$ cat src/hw/rtl/dpb_pkg.sv
package dpb_pkg;

  // Subsampling step of the pixel grid and the number of coordinate bits kept
  localparam int SubsampleStep = 3;
  localparam int CoordBits     = 12;

  localparam int PixW   = 12;
  localparam int DepthW = 16;
  localparam int ColW   = 8;
  localparam int CtrW   = 16;
  localparam int RecipW = 24;
  localparam int PointW = 20;
  localparam int CfgW   = 24;
  localparam int CfgIdxW = 3;

  // Width of |d| * Z and of |d| * Z * recip
  localparam int Prod1W = CtrW + DepthW;
  localparam int Prod2W = Prod1W + RecipW;
  // Q.40 -> Q.12 rounding
  localparam int RndShift = 28;
  localparam int QuotW    = Prod2W + 1 - RndShift;

  localparam logic [PointW-1:0] SatPos = PointW'((1 << (PointW - 1)) - 1);
  localparam logic [PointW-1:0] SatNeg = PointW'(1 << (PointW - 1));

  localparam logic [PixW-1:0] CoordMask = PixW'((1 << CoordBits) - 1);

  // Divisibility by the step: multiply by a rounded-up reciprocal
  localparam int DivShift = PixW + 5;
  localparam int DivMul   = ((1 << DivShift) + SubsampleStep - 1) / SubsampleStep;
  localparam int DivMulW  = PixW + DivShift + 2;

  // Register indices
  localparam logic [CfgIdxW-1:0] CfgCenterX    = 3'd0;
  localparam logic [CfgIdxW-1:0] CfgCenterY    = 3'd1;
  localparam logic [CfgIdxW-1:0] CfgRecipFocX  = 3'd2;
  localparam logic [CfgIdxW-1:0] CfgRecipFocY  = 3'd3;
  localparam logic [CfgIdxW-1:0] CfgDepthMin   = 3'd4;
  localparam logic [CfgIdxW-1:0] CfgDepthMax   = 3'd5;

  typedef struct packed {
    logic [PixW-1:0]   pixel_col;
    logic [PixW-1:0]   pixel_row;
    logic [DepthW-1:0] depth_value;
    logic [ColW-1:0]   blue_in;
    logic [ColW-1:0]   green_in;
    logic [ColW-1:0]   red_in;
  } dpb_in_t;

  typedef struct packed {
    logic signed [PointW-1:0] point_x;
    logic signed [PointW-1:0] point_y;
    logic [DepthW-1:0]        point_z;
    logic [ColW-1:0]          blue_out;
    logic [ColW-1:0]          green_out;
    logic [ColW-1:0]          red_out;
  } dpb_out_t;

  // Load enables of the multiply stages, shared by both axes
  typedef struct packed {
    logic s2;
    logic s3;
    logic s4;
  } dpb_en_t;

  function automatic logic is_multiple(input logic [PixW-1:0] coord);
    logic [DivMulW-1:0] prod;
    logic [PixW-1:0]    quot;
    logic [PixW-1:0]    back;
    prod = DivMulW'(coord) * DivMulW'(DivMul);
    quot = PixW'(prod >> DivShift);
    back = PixW'(quot * SubsampleStep);
    return back == coord;
  endfunction

endpackage

$ cat src/hw/rtl/dpb_axis.sv
module dpb_axis import dpb_pkg::*; (
  input  logic                     clk_i,
  input  dpb_en_t                  en_i,
  input  logic [CtrW-1:0]          mag_i,
  input  logic                     neg_i,
  input  logic [DepthW-1:0]        depth_i,
  input  logic [RecipW-1:0]        recip_i,
  output logic signed [PointW-1:0] coord_o
);

  logic [Prod1W-1:0] p1_q, p1_d;
  logic [Prod2W-1:0] p2_q, p2_d;
  logic              neg2_q, neg3_q;
  logic [PointW-1:0] coord_q, coord_d;
  logic [Prod2W:0]   rnd;
  logic [QuotW-1:0]  quot;
  logic [PointW-1:0] mag_sat;

  assign p1_d = Prod1W'(mag_i) * Prod1W'(depth_i);
  assign p2_d = Prod2W'(p1_q) * Prod2W'(recip_i);

  // round half away from zero on the magnitude, then saturate and sign
  always_comb begin
    rnd  = (Prod2W + 1)'(p2_q) + (Prod2W + 1)'(1 << (RndShift - 1));
    quot = rnd[Prod2W:RndShift];
    if (neg3_q) begin
      mag_sat = (quot > QuotW'(SatNeg)) ? SatNeg : PointW'(quot);
      coord_d = PointW'(0) - mag_sat;
    end else begin
      mag_sat = (quot > QuotW'(SatPos)) ? SatPos : PointW'(quot);
      coord_d = mag_sat;
    end
  end

  always_ff @(posedge clk_i) begin
    if (en_i.s2) begin
      p1_q   <= p1_d;
      neg2_q <= neg_i;
    end
    if (en_i.s3) begin
      p2_q   <= p2_d;
      neg3_q <= neg2_q;
    end
    if (en_i.s4) begin
      coord_q <= coord_d;
    end
  end

  assign coord_o = coord_q;

endmodule

$ cat config.mk
export PLATFORM = sky130hd
export DESIGN_NAME = dpb_axis
export DESIGN_NICKNAME = d
export VERILOG_FILES = /design/src/hw/rtl/dpb_pkg.sv /design/src/hw/rtl/dpb_axis.sv
export SDC_FILE = /design/constraint.sdc
export NUM_CORES = 2
export LEC_CHECK = 0
export ABC_AREA = 1
export BUFFER_PORTS_ARGS = -buffer_cell sky130_fd_sc_hd__buf_2
export CELL_PAD_IN_SITES_DETAIL_PLACEMENT = 0
export CELL_PAD_IN_SITES_GLOBAL_PLACEMENT = 1
export CORE_ASPECT_RATIO = 1.5
export CORE_UTILIZATION = 49
export CTS_BUF_LIST = sky130_fd_sc_hd__clkbuf_8
export CTS_CLUSTER_SIZE = 20
export DETAILED_ROUTE_END_ITERATION = 7
export PLACE_DENSITY_LB_ADDON = 0.1
export SLEW_MARGIN = 20
export SYNTH_ARGS = -nofsm -noshare
export SYNTH_HDL_FRONTEND = slang
export SYNTH_SLANG_ARGS = --single-unit
$ cat constraint.sdc
create_clock -name clk_i -period 10.4 [get_ports clk_i]
set_input_delay 0.52 -clock clk_i [delete_from_list [all_inputs] [get_ports clk_i]]
set_output_delay 0.52 -clock clk_i [all_outputs]
set_load 0.05 [all_outputs]
Word level (Yosys, flattened, before mapping)
Index checks and enable logic that the tools add are counted.

Output and inout bits: 20. Flip-flop bits (word level): 110. Input port bits: 61. Logic and storage cells: 14.

Multiplexer cells: 3. Add/sub/neg operators: 2. Multipliers: 2. Order comparisons: 2.

Operators by type and width (count): $mux W20 (3); $add A56 B28 Y57 const B (1); $mul A32 B24 Y56 (1); $mul A16 B16 Y32 (1); $gt A29 B19 Y1 const B (1); $gt A29 B20 Y1 const B (1); $sub A1 B20 Y20 const A (1).

Depth between registers and ports, before layout
Word-level depth: 5. Gate-level depth with buffers: 30.

Worst setup path before layout
OpenSTA, ideal clock, no wires.

Path type: input to register. Start point: input port recip_i[3]. End point: register p2_q[46], data pin. Required time: 10.141 ns. Path slack: 4.010 ns. Arrival time: 6.131 ns. Cell stages on the path: 27. Cells stage by stage: clkbuf_1 > nand2_1 > fa_1 > inv_1 > fa_1 > inv_1 > fa_1 > fa_1 > fa_1 > inv_1 > fa_1 > inv_1 > fa_1 > inv_1 > ha_1 > nand2_1 > nor2_1 > inv_1 > nor2_1 > inv_1 > nor4_1 > a21oi_1 > o21bai_1 > nand2_1 > o211ai_1 > a21oi_1 > xnor2_1.

Word-level cells in the longest chain between the ends: 1.

RTL lines: from (decl) (line dpb_axis.sv:7) `input logic [RecipW-1:0] recip_i,`; $mul A32 B24 Y56 (line dpb_axis.sv:20) `assign p2_d = Prod2W'(p1_q) * Prod2W'(recip_i);`; net p2_d[46] (line dpb_axis.sv:12) `logic [Prod2W-1:0] p2_q, p2_d;`; to (signal assigned) (line dpb_axis.sv:41) `p2_q <= p2_d;`; to (decl) (line dpb_axis.sv:12).

The timed path passes the listed nets, and every way through them passes these cells. A chain may end at the register's enable or synchronous reset.

Final worst setup path
Start point: register p1_q[12]. End point: register p2_q[54], data pin.

Word-level cells in the longest chain between the ends: 1.

RTL lines: from (decl) (line dpb_axis.sv:11) `logic [Prod1W-1:0] p1_q, p1_d;`; from (signal assigned) (line dpb_axis.sv:37) `p1_q <= p1_d;`; $mul A32 B24 Y56 (line dpb_axis.sv:20); net p2_d[54] (line dpb_axis.sv:12).

The timed path passes the listed nets, and every way through them passes these cells.

==> flow_summary.json <==
{
  "max_freq_ghz": 0.134,
  "vias": 29542,
  "crit_type": "flop to flop",
  "status": "finished clean",
  "via_per_inst": 5.03,
  "die_area_um2": 79200,
  "drc": 0,
  "slew_violations": 0,
  "rsz0062_at_grt": "no",
  "grt_pass1_vias": 32971,
  "core_um2": 77400,
  "grt_overflow": 0,
  "maxCapViolations": 0,
  "cts_sinks": 83,
  "synth_cells": 4929,
  "setup_viol": 0,
  "wl_um": 105000,
  "cp_max_fo": 24,
  "hp-class": "primary input to flop",
  "ys_ff_latch": 83,
  "layout.cells.non_filler": 5871,
  "finalHoldViolations": 0,
  "path_clk_slew_ns": 0.13,
  "yosys_warnings": 0,
  "period_minus_slack_ns": 7.48,
  "root_buffer": "clkbuf_8",
  "cp_data_arrival_time_ns": 7.70,
  "crit_path_start_kind": "flop",
  "post_cts_buffers": 0,
  "start_util_pct": 49.4,
  "grt_max_degree": 34,
  "die_h_um": 344,
  "dp_cells": 5853,
  "first_iter_violations": 1156,
  "cp.required_ns": 10.62,
  "antenna_found_initial": 6,
  "port_buffers": 80,
  "cts_tree": "yes",
  "design_area_um2": 39700,
  "ant_nets": 0,
  "nets": 6045,
  "relSlewSlack_pct": 16.5,
  "fp.dieW_um": 230,
  "cts_buffers": 9,
  "tightestPinTransition_ns": 1.25,
  "wire_per_inst_um": 17.9,
  "dr.pass1.iters": 7,
  "final.period_utilization_pct": 71.9,
  "clk_path_buf_depth": 2,
  "synthFlopType": "edfxtp_1",
  "grtUsageTotal_pct": 28.3,
  "num_rows": 125,
  "area_growth_syn_to_layout_pct": 3.73,
  "finalSetupTns_ns": 0,
  "place_hpwl_um": 88800,
  "layout-drive-gt1-share_pct": 3.48,
  "synth_cell_types": 51,
  "cp-end-kind": "flop",
  "cts_hold_buffers": 0,
  "cts_max_level": 3,
  "ios": 81,
  "place.gp.congestion": 0.904,
  "syn_nets": 6125,
  "async_flop_share_pct": 0,
  "insertion_delay_ns": 0.48,
  "synth_area_um2": 38200,
  "grt_pass1_wl_um": 173000,
  "finClkSkew_ns": 0.0365,
  "dpl_cell_area_um2": 39400,
  "synth_edf_count": 83,
  "syn_avg_cell_area_um2": 7.76,
  "cts_resized": 0,
  "synth-seq-area-share_pct": 6.52
}
==> placed cells by master (no fill, tap or decap), types with 9 or more instances in the layout <==
master and n:
buf_4 30, clkbuf_8 9, nor3_1 9, nand4_1 20, fa_1 851, nor4_1 9
nor2_2 10, o211ai_1 11, edfxtp_1 83, ha_1 284, nand2_1 1302, a31oi_1 30
o21bai_1 12, nand3_1 68, xnor2_1 20, a21oi_1 117, xor2_1 47, o21ai_0 59
buf_2 80, nor2_1 141, inv_1 1585
==> synthesized netlist by cell type, types with 8 or more instances <==
cell | count | share of area, %
inv_1 | 1584 | 16
nand2_1 | 1302 | 13
fa_1 | 851 | 45
ha_1 | 284 | 9.3
clkbuf_1 | 201 | 2.0
nor2_1 | 141 | 1.4
a21oi_1 | 117 | 1.5
edfxtp_1 | 83 | 6.5
nand3_1 | 68 | 0.89
o21ai_0 | 59 | 0.77
xor2_1 | 47 | 1.1
a31oi_1 | 30 | 0.49
nand4_1 | 20 | 0.33
xnor2_1 | 20 | 0.46
o21bai_1 | 12 | 0.24
o211ai_1 | 11 | 0.22
nor2_2 | 10 | 0.16
nor3_1 | 9 | 0.12
nor4_1 | 9 | 0.15
nand2_2 | 8 | 0.13
o21a_1 | 8 | 0.16
==> metrics by stage <==
stage	utilization, %	setup WS (ns)	hold WS, ns
CTS	51.2	2.84	0.179
floorplan	-	4.01	0.400
finish	51.2	2.92	0.215
detailed placement	50.9	2.82	0.572
global route	51.2	2.50	0.193
global placement	50.8	2.81	0.593
==> critical path, cell delays in order (launching register included) <==
cell and delay (ns):
edfxtp_1 1.11, nand2_1 0.18, fa_1 0.59, inv_1 0.05, fa_1 0.52, inv_1 0.08
fa_1 0.45, fa_1 0.52, fa_1 0.59, inv_1 0.06, fa_1 0.48, inv_1 0.05
fa_1 0.47, inv_1 0.04, ha_1 0.30, nand2_1 0.12, nor2_1 0.12, inv_1 0.07
nor2_1 0.13, inv_1 0.06, nor4_1 0.17, a21oi_1 0.12, o21bai_1 0.24, nand2_1 0.08
o211ai_1 0.23, a21oi_1 0.22, xnor2_1 0.17
==> path summary, 6_finish.rpt <==
path	startpoint	endpoint	slack [ns]	cells after the start
worst max register to register	p1_q[12]	p2_q[54]	2.92	26
worst min register to register	neg2_q	neg3_q	0.64	0
worst max-delay path	p1_q[12]	p2_q[54]	2.92	26
worst min-delay path	neg_i	neg2_q	0.22	1
==> state kept, by name (all words and copies together) (netlist names) <==
name,flops
p1_q,32
coord_o,20
neg3_q,1
neg2_q,1
p2_q,29
==> routing by layer <==
metal  GRT usage, %  part of all wire [%]  vias up
met1           28.5                    35    14925
li1               -                     -    13725
met3           2.91                   3.0      259
met2           57.7                    57      623
met4           12.0                   4.3       10
met5              0                 0.057        -
==> final cells by class <==
class	count	area [um2]
Sequential cell	83	2490
Inverter	1589	5970
Antenna cell	1	2.50
Fill cell	7838	37700
Tap cell	1016	1270
Multi-Input combinational cell	3050	29000
Clock inverter	7	75.1
Timing Repair Buffer	116	766
Clock buffer	9	124
==> logic make-up (layout without fill, tap and decap cells) <==
group | Yosys count | count (layout) | synth area share (%)
compound gates | 267 | 267 | 4.07
xor+xnor | 67 | 67 | 1.53
fa+ha+maj | 1135 | 1135 | 53.8
buf+inv | 1796 | 1721 | 17.7
flops | 83 | 83 | 6.52
other cells | 0 | 1 | 0
simple gates | 1581 | 1581 | 16.3
Power is not shown: default switching activity piles up to over one toggle a cycle in this logic, so the estimate is an artifact.
